==> src/tsq_pkg.sv <==
`timescale 1ns / 1ps
// ----------------------------------------------------------------------------
// tsq_pkg
// Shared types and constants for the two-stack queue.
// ----------------------------------------------------------------------------
package tsq_pkg;

  localparam int unsigned DEPTH  = 128;
  localparam int unsigned DATA_W = 32;
  localparam int unsigned ADDR_W = $clog2(DEPTH);
  localparam int unsigned CNT_W  = $clog2(DEPTH + 1);

  typedef enum logic {
    ACT_ENQ = 1'b0,
    ACT_DEQ = 1'b1
  } act_e;

  typedef enum logic [1:0] {
    ST_DONE  = 2'd0,
    ST_FULL  = 2'd1,
    ST_EMPTY = 2'd2
  } status_e;

  typedef struct packed {
    logic                     action;
    logic signed [DATA_W-1:0] in_value;
  } in_item_t;

  typedef struct packed {
    logic signed [DATA_W-1:0] out_value;
    logic [1:0]               status;
    logic                     now_empty;
  } out_item_t;

  // Commands from the controller to the datapath.
  typedef struct packed {
    logic       push;          // write input stack, bump its count
    logic       mv_rd;         // read input stack top, drop its count
    logic       mv_wr;         // write moved word onto output stack
    logic       pop_rd;        // read output stack top, drop its count
    logic       resp_ld;       // load the result register
    logic       resp_from_ram; // result word comes from output stack read
    logic [1:0] resp_status;
  } tsq_cmd_t;

  // Status from the datapath to the controller.
  typedef struct packed {
    logic in_empty;
    logic in_full;
    logic out_empty;
    logic out_hold;            // result register holds a stalled transaction
  } tsq_stat_t;

endpackage

==> src/tsq_ctrl.sv <==
`timescale 1ns / 1ps
// ----------------------------------------------------------------------------
// tsq_ctrl
// Sequencer for push, transfer and pop of the two-stack queue.
// ----------------------------------------------------------------------------
module tsq_ctrl (
  input  logic               clk_i,
  input  logic               rst_ni,
  input  logic               in_valid_i,
  input  logic               action_i,
  input  tsq_pkg::tsq_stat_t stat_i,
  output tsq_pkg::tsq_cmd_t  cmd_o,
  output logic               in_stall_o
);
  import tsq_pkg::*;

  localparam logic [1:0] S_IDLE = 2'd0;
  localparam logic [1:0] S_MOVE = 2'd1;
  localparam logic [1:0] S_POP  = 2'd2;
  localparam logic [1:0] S_RESP = 2'd3;

  logic [1:0] state_q, state_d;
  logic       accept;

  assign in_stall_o = (state_q != S_IDLE) || stat_i.out_hold;
  assign accept     = in_valid_i && !in_stall_o;

  always_comb begin
    state_d = state_q;
    cmd_o   = '0;
    unique case (state_q)
      S_IDLE: begin
        if (accept) begin
          if (action_i == ACT_ENQ) begin
            cmd_o.resp_ld = 1'b1;
            if (stat_i.in_full) begin
              cmd_o.resp_status = ST_FULL;
            end else begin
              cmd_o.push        = 1'b1;
              cmd_o.resp_status = ST_DONE;
            end
          end else if (stat_i.in_empty && stat_i.out_empty) begin
            cmd_o.resp_ld     = 1'b1;
            cmd_o.resp_status = ST_EMPTY;
          end else if (!stat_i.out_empty) begin
            cmd_o.pop_rd = 1'b1;
            state_d      = S_RESP;
          end else begin
            cmd_o.mv_rd = 1'b1;
            state_d     = S_MOVE;
          end
        end
      end
      S_MOVE: begin
        // write the word read last cycle, keep reading until input stack drains
        cmd_o.mv_wr = 1'b1;
        if (!stat_i.in_empty) begin
          cmd_o.mv_rd = 1'b1;
        end else begin
          state_d = S_POP;
        end
      end
      S_POP: begin
        cmd_o.pop_rd = 1'b1;
        state_d      = S_RESP;
      end
      S_RESP: begin
        cmd_o.resp_ld       = 1'b1;
        cmd_o.resp_from_ram = 1'b1;
        cmd_o.resp_status   = ST_DONE;
        state_d             = S_IDLE;
      end
      default: begin
        state_d = S_IDLE;
      end
    endcase
  end

  always_ff @(posedge clk_i or negedge rst_ni) begin
    if (!rst_ni) begin
      state_q <= S_IDLE;
    end else begin
      state_q <= state_d;
    end
  end

endmodule

==> config.mk <==
export PLATFORM = sky130hd
export DESIGN_NAME = tsq_ctrl
export DESIGN_NICKNAME = d
export VERILOG_FILES = /design/src/tsq_pkg.sv /design/src/tsq_ctrl.sv
export SDC_FILE = /design/constraint.sdc
export NUM_CORES = 1
export LEC_CHECK = 0
export ABC_AREA = 1
export BUFFER_PORTS_ARGS = -buffer_cell sky130_fd_sc_hd__buf_2
export CAP_MARGIN = 10
export CORE_AREA = 3 3 40 42
export CTS_CLUSTER_SIZE = 24
export DETAILED_ROUTE_END_ITERATION = 7
export DIE_AREA = 0 0 43 45
export GPL_TIMING_DRIVEN = 0
export PLACE_DENSITY = 0.57
export SLEW_MARGIN = 20
export SYNTH_ARGS = -nofsm -noshare
export SYNTH_HDL_FRONTEND = slang
export SYNTH_SLANG_ARGS = --single-unit
==> constraint.sdc <==
create_clock -name clk_i -period 1.7 [get_ports clk_i]
set_input_delay 0.34 -clock clk_i [delete_from_list [all_inputs] [get_ports clk_i]]
set_output_delay 0.34 -clock clk_i [all_outputs]
set_load 0.01 [all_outputs]
* Yosys cells after proc, flatten, opt, wreduce, memory -nomap -nowiden *
Cells that the tools add are included.

storage, ports and cells
  input port bits = 8
  register bits = 2
  logic and storage cells = 45

operators by class
  reduce and logical (&&, ||, !) cells = 7
  equal/unequal tests = 7
  muxes and demuxes = 30

operators with widths
  kind                count
  $mux 2              11
  $mux 1              15
  $ne 2x2->1 const B  4
  $pmux 2 s4          1
  $pmux 1 s2          3
  $eq 2x2->1 const B  2
  $reduce_and 4->1    1
  $eq 2x1->1 const B  1
  $logic_and 1x1->1   2
  $logic_not 2->1     1
  $reduce_bool 2->1   1
  $logic_not 1->1     1
  $logic_or 1x1->1    1

* Logic depth before layout (Yosys ltp) *
Gate-level depths: netlist of run 1.

  depth after elaboration = 6
  depth in mapped cells = 8
  depth with buffers taken out = 8

* Worst setup path after synthesis of run 1 *
No wires, ideal clock.

  kind = register to output
  from = reg state_q[0]
  to = out cmd_o[4] in the netlist's numbering
  data arrival time = 1.191 ns
  setup slack = 0.169 ns
  buffers on the path = 0
  cell stages (with the launch flop) = 5
  cells stage by stage = dfrtp_1 inv_1 ha_1 nand3_2 o31ai_1

RTL lines
  what                      RTL line        text
  start: declaration        tsq_ctrl.sv:22  logic [1:0] state_q, state_d;
  start signal: assignment  tsq_ctrl.sv:83  state_q <= state_d;
  end: declaration          tsq_ctrl.sv:12  output tsq_pkg::tsq_cmd_t cmd_o,

==> results list, run 1 <==
* Final number of hold-violating endpoints: 0
- Worst Skew: 0.000193 ns
- Post-DR vias/cell: 4.10
- Once layout is complete, the cells apart from fillers number 89.
- Post-route ant nets: 0
- Period minus WS final: 1.68 ns
- For this configuration, the core starts out at a cell density of 0.234.
* Via total after detailed routing: 365
* Maximum buffer depth of the clock tree: 2
- The most critical setup path has its endpoint at cmd_o[3].
- Post-synthesis share of cell area spent on and, or, nand and nor gates: 0.358
* Unrepaired setup endpoints after global routing: yes
- Wires add up to 788 um.
- The area growth from synthesis to layout is 66.7%.
- At the pin with the least slew margin, the transition time is 0.269 ns.
- Routed metal-1 wire length: 336 um
- The portion of synthesized area spent on multiplexers is 0.
- GRT overflow: 0
- Total CTS buffers: 3
* GP Congestion: 0.692
* Adder-cell area share of the yosys netlist: 0.208
* Worst rel slew slack: 0.820
- The endpoint identified for the worst register-to-register timing path is state_q[1]$_DFFE_PN0P_.
- Highest fanout seen on the critical path: 6
- Detailed route wirelength on metal3: around 48 um
* Sum of net half-perimeters after detailed placement: 591 um
- After synthesis, the most frequently instantiated cells are 15 x nand2_1, 11 x inv_1, 5 x ha_1.
- The most critical setup path has its startpoint at state_q[1]$_DFFE_PN0P_.
* DRC violation total after the first TritonRoute iteration: 5
* Count of state elements after synthesis: 2
- The highest layer touched by signal routing is met3.
* Antenna Diode Count: 0
- After detailed routing, the number of remaining DRC violations is 0.
- The most used flip-flop cell after synthesis is dfrtp_1.
* Filler instances: 145
* Data required time of the critical path: 1.36 ns
- Clock-pin slew on the worst setup and hold paths: 0.03 ns
- A synthesized cell averages about 6.3 um2.
* TritonCTS clock tree: built
- STA puts the critical path data arrival time at 1.34 ns.
- The cell count after synthesis came out at 48.
- Number of port buffers: 16
* Reg power frac: 0.115
* Run status: finished clean
- The cell area that synthesis handed to floorplanning was between 300 and 400 um2.
- The initial antenna violation count came to 0.
- Sequential element share of the synthesized area: 0.167
* Post-synthesis compound-gate area fraction: 0.104
- The share of total power dissipated in the clock network is 0.133.
- For this run, the detailed router's first-pass iteration total came to 4.
* Final Setup Violations: 0
- Area occupied by registers: roughly 50 um2
- Area share of the largest cell type after synthesis: 0.208
- In the post-synthesis netlist, the cell with the most instances is nand2_1.
* Number of cell instances on the worst register-to-register path: 8
- In this run the horizontal extent of the chip is 43 um.
* Power per cell area: 1560 nW/um2
- Library cell with the largest summed area after synthesis: ha_1
* Fmax: around 0.6 GHz
- The floorplan step defined a die boundary enclosing around 1900 um2.
* Leakage: 0.304 nW
- Count of flip-flops with a built-in enable after synthesis: 0
* Worst min-delay path class: input pin to async pin
- In the synthesized netlist the async set-or-reset flop fraction comes to 1.00.
- Crit. End Element: output pin
- The critical path is of the register to output pin type.
- The analysis attributes to net switching a power of 0.347 mW.
* Max-cap violations: 0
- Register-to-register setup slack: 0.43 ns
- CTS built an H-tree with a depth of 1.
- Yosys printed 0 warnings.
- The die is 45 um tall.
- Std-Cell Core Area: approximately 1300 um2
- Synthesized Nets: 61
- In the final layout, the share of cells above drive strength 1 is 0.473.
- The worst setup path is launched from a register.
- In the final layout, the registers with the most flip-flops are state_q (2).
- Dividing the final minimum period by the clock period gives 0.988.
* CTS Sinks: 2
- Xor and xnor fraction of the mapped netlist area: 0
- The max-slew violation count is 0.
* GRT Overall Usage: 0.0916
* I/O pin count: 17
* Vias in the first global route: 348
- Top cells by area in the synthesized netlist: ha_1 21%, nand2_1 19%, dfrtp_1 17%
- Of the total power, combinational logic draws 0.751.
- In this run the critical register-to-register path is launched from state_q[0]$_DFFE_PN0P_.
- Multi-input gate area: 225 um2
* Wire length on met2: 402 um
- The register with the most flip-flops in the layout has 2 of them.
- More flip-flops sit in one register than any other, and that register is state_q.
- Clock insertion delay at the later pin of the skew report: 0.22 ns
- Counting tap cells, the placed design contains a total of between 70 and 80 instances.
* Largest family of logic cells by synthesized area: simple AND/OR/NAND/NOR gates
- Total power: 0.781 mW
* Clock tree root driver cell: clkbuf_4
- Placement row count: 13
- Internal Pwr Total: ~0.43 mW
- Synth cell types: 14
- Largest net degree at the start of global routing: 7
- Maximum resistive drop on vdd: 0.744 mV
- Sw Ratio: 0.445
- Wire length of the first global-routing pass: approximately 1400 um
- In the final design database the tool counted 89 nets.
- After detailed routing, the average wire length per cell comes to between 8 and 9 um.
## cells by family (layout without fill, tap and decap cells)
group | count (synthesis) | count (layout)
adder cells (fa/ha/maj) | 5 | 5
AO/OA/AOI/OAI | 5 | 5
AND/OR/NAND/NOR | 23 | 23
flip-flops | 2 | 2
buffers and inverters | 13 | 39
## critical path, stage by stage (launching register included)
cell,delay (ns)
dfrtp_1,0.38
inv_2,0.09
ha_4,0.17
nand3_4,0.10
inv_2,0.06
o21ai_2,0.06
a21oi_2,0.12
buf_2,0.13
## layout by cell type, fill, tap and decap left out, drive strengths merged
master | Yosys | routed
nor2 | 1 | 1
inv | 13 | 13
a21oi | 1 | 1
nand4 | 2 | 2
ha | 5 | 5
dfrtp | 2 | 2
nand2 | 15 | 15
dlygate4sd3 | 0 | 1
clkbuf | 0 | 3
buf | 0 | 22
nand3 | 3 | 3
o21ai | 3 | 3
o31ai | 1 | 1
nor3 | 2 | 2
## power groups by stage
stage	Sequential (mW)	Clock (mW)	Combinational, mW
floorplan	0.0932	0	0.306
global route	0.0941	0.110	0.672
detailed placement	0.0997	0	0.416
global placement	0.0990	0	0.414
CTS	0.0893	0.112	0.536
finish	0.0900	0.104	0.587
## area by class of cell
cell class	count	area share
inverter	13	0.0975
multi-input combinational	33	0.450
clock buffer	3	0.0450
sequential	2	0.100
timing repair buffer	23	0.270
tap	15	0.0375
## layer usage
layer,GRT usage,up-vias
met5,0,-
met4,0.0542,0
met3,0.00398,0
met2,0.168,10
li1,-,202
met1,0.106,153
## how the worst min path moves through the flow
stage                       from                      to  slack, ns
after CTS                 rst_ni  state_q[1]$_DFFE_PN0P_       0.41
after floorplan           rst_ni  state_q[0]$_DFFE_PN0P_       0.04
after detailed placement  rst_ni  state_q[0]$_DFFE_PN0P_       0.13
after global routing      rst_ni  state_q[0]$_DFFE_PN0P_       0.44
final                     rst_ni  state_q[0]$_DFFE_PN0P_       0.43
after global placement    rst_ni  state_q[1]$_DFFE_PN0P_       0.12
## per-stage QoR
step	cell area (um2)	util	TNS, ns	hold WS (ns)	setup slack [ns]
finish	500	0.389	0	0.426	0.0198
global route	500	0.389	-0.171	0.437	-0.0633
CTS	474	0.369	0	0.415	0.00411
detailed placement	399	0.311	0	0.126	0.0156
global placement	399	0.311	0	0.124	0.0162
floorplan	300	-	0	0.0444	0.169
## timing repair
action                                 CTS  global route
setup buffers                            3             3
setup endpoints to repair                6             5
pin swaps                                0             2
gates resized for setup                  5             2
hold buffers                             1             0
endpoints found under the hold margin    2             0
Power figures use the tool's default switching activity.
==> run 2: changes to the inputs <==
--- a/config.mk
+++ b/config.mk
@@ -8,12 +8,14 @@
 export ABC_AREA = 1
 export BUFFER_PORTS_ARGS = -buffer_cell sky130_fd_sc_hd__buf_2
 export CAP_MARGIN = 10
+export CELL_PAD_IN_SITES_DETAIL_PLACEMENT = 1
+export CELL_PAD_IN_SITES_GLOBAL_PLACEMENT = 1
 export CORE_AREA = 3 3 40 42
 export CTS_CLUSTER_SIZE = 24
 export DETAILED_ROUTE_END_ITERATION = 7
 export DIE_AREA = 0 0 43 45
 export GPL_TIMING_DRIVEN = 0
-export PLACE_DENSITY = 0.57
+export PLACE_DENSITY = 0.76
 export SLEW_MARGIN = 20
 export SYNTH_ARGS = -nofsm -noshare
 export SYNTH_HDL_FRONTEND = slang
==> results list, run 2 (synthesis results as in run 1) <==
- Run status: finished clean
* Setup WS pre-CTS: -0.0241 ns
* TritonCTS clock tree: built
- Final worst-path cycle share: 0.993
- Largest registers in the final layout: state_q (2)
- Unrepaired setup endpoints after global routing: yes
- Most flops, register: state_q
* Detailed-route wire length: 1010 um
* Util after Layout: 0.397
* Most used cells in the layout excluding fill and tap cells: 16 x buf_2, 15 x nand2_1, 8 x inv_1
- The number of antenna diodes in the final layout is 0.
* Commonest non-fill, non-tap cell in the layout: buf_2
* Final slew viol count: 0
- The initial antenna violation count is 0.
- Leakage: 0.305 nW
- Vias in the first global route: around 380
* Die area: approximately 1900 um2
- The critical path is of the register to output pin type.
- The floorplan has 13 rows.
- Largest register FFs: 2
- DRC violation total after the first TritonRoute iteration: 2
* Wire length of the first global-routing pass: 1530 um
- Data on the critical path is required at its endpoint by 1.36 ns.
* Number of nets in the final layout: 89
- Largest net degree at the start of global routing: 7
- During I/O placement, the number of pins put on the boundary was 17.
* Maximum resistive drop on vdd: 0.476 mV
- Worst rel slew slack: 0.829
- GRT Overall Usage: 0.110
* Final-layout worst hold slack: 0.442 ns
- Clock tree root driver cell: clkbuf_4
- GP Congestion: 0.713
- Final instance count without filler cells: 89
- Max-cap violations: 0
- In the routed design, unresolved DRC markers number 0.
- Final number of hold-violating endpoints: 0
- Synth-to-Final Area Change: 70.0%
- Number of H-tree levels: 1
- In this run the power density over the cells is 1580 nW/um2.
- Standard cell area after detailed placement: 399 um2
* Period minus WS final: 1.69 ns
- In this run, placement finished with an instance count of 79.
- The floorplan step set the die height to 45 um.
- STA puts the critical path data arrival time at about 1.4 ns.
- Std-Cell Core Area: 1280 um2
* Sum of net half-perimeters after detailed placement: between 700 and 800 um
- For this configuration, the core starts out at a cell density of 0.234.
* GRT overflow: 0
- Once detail routing completed, the nets flagged for antenna violations numbered 0.
- STA classifies the critical path startpoint as a register.
* Worst min-delay path class: input pin to async pin
- In this run the horizontal extent of the chip is between 40 and 50 um.
* Mean routed wirelength per cell: 11.3 um
* Maximum buffer depth of the clock tree: 2
- Fmax: roughly 0.59 GHz
* Final Cell Area: 510 um2
- In this run, CTS created clock tree buffers numbering 3.
- In the routed layout, each cell is associated on average with a via count of 4.43.
* Worst Skew: between 0.002 and 0.003 ns
* Via total after detailed routing: between 300 and 400
- After clock tree synthesis, the clock-pin slew on the worst setup and hold paths is around 0.030 ns.
* Number of port buffers: 16
- Setup violations remaining at the end of the flow were counted as 0.
* Fin Setup TNS: 0 ns
* Total iterations of the first detailed-routing run: 2
- Tightest Pin Transition: 0.254 ns
* Clock insertion delay at the later pin of the skew report: 0.23 ns
- CTS Sinks: 2
- After layout, the design draws a total of 0.808 mW.
* Ratio of cells with drive above 1 in the final layout: 0.500
- In this run the worst path has a maximum fanout of 6.
- The worst path meets setup with 0.0125 ns of slack.
- Crit. End Element: output pin
run 2: cell counts in the layout (fill, tap and decap cells not counted):
No cell type changed its count.
run 2: per-layer routing:
layer | share of wire | routed length (um) | up-vias | track usage
li1 | - | - | 202 | -
met1 | 0.40 | 402 | 180 | 0.115
met2 | 0.54 | 543 | 10 | 0.204
met3 | 0.044 | 44 | 2 | 0.00398
met4 | 0.014 | 14 | 0 | 0.0904
met5 | 0 | 0 | - | 0
run 2: area by class of cell:
class | instances | area (um2)
Timing Repair Buffer | 23 | 135
Sequential cell | 2 | 50.0
Clock buffer | 3 | 22.5
Fill cell | 180 | 774
Multi-Input combinational cell | 33 | 235
Tap cell | 15 | 18.8
Inverter | 13 | 48.8
run 2: report_power, final:
part           switching [mW]  internal (mW)
clock                  0.0267         0.0778
combinational           0.333          0.280
sequential             0.0177         0.0735
run 2: critical path, cell delays in order (launching register included):
cell,delay (ns)
dfrtp_1,0.38
inv_2,0.08
ha_4,0.16
nand3_4,0.11
inv_2,0.07
o21ai_2,0.06
a21oi_2,0.13
buf_2,0.14
run 2: timing repair:
| item | CTS | global route |
|---|---|---|
| hold buffers | 1 | 0 |
| pin swaps | 1 | 2 |
| endpoints found under the setup margin | 6 | 3 |
| endpoints found under the hold margin | 2 | 0 |
| resized for setup | 5 | 4 |
| buffers inserted | 5 | 1 |
run 2: final timing paths:
check / depth (start not counted) / end / start / slack (ns)
max in group asynchronous: 2 / state_q[1]$_DFFE_PN0P_ / rst_ni / 1.16
min in group clk_i: 4 / state_q[0]$_DFFE_PN0P_ / stat_i[0] / 0.52
setup / recovery: 7 / cmd_o[3] / state_q[0]$_DFFE_PN0P_ / 0.01
hold reg to reg: 3 / state_q[0]$_DFFE_PN0P_ / state_q[0]$_DFFE_PN0P_ / 0.63
hold / removal: 2 / state_q[0]$_DFFE_PN0P_ / rst_ni / 0.44
setup reg to reg: 9 / state_q[1]$_DFFE_PN0P_ / state_q[1]$_DFFE_PN0P_ / 0.40
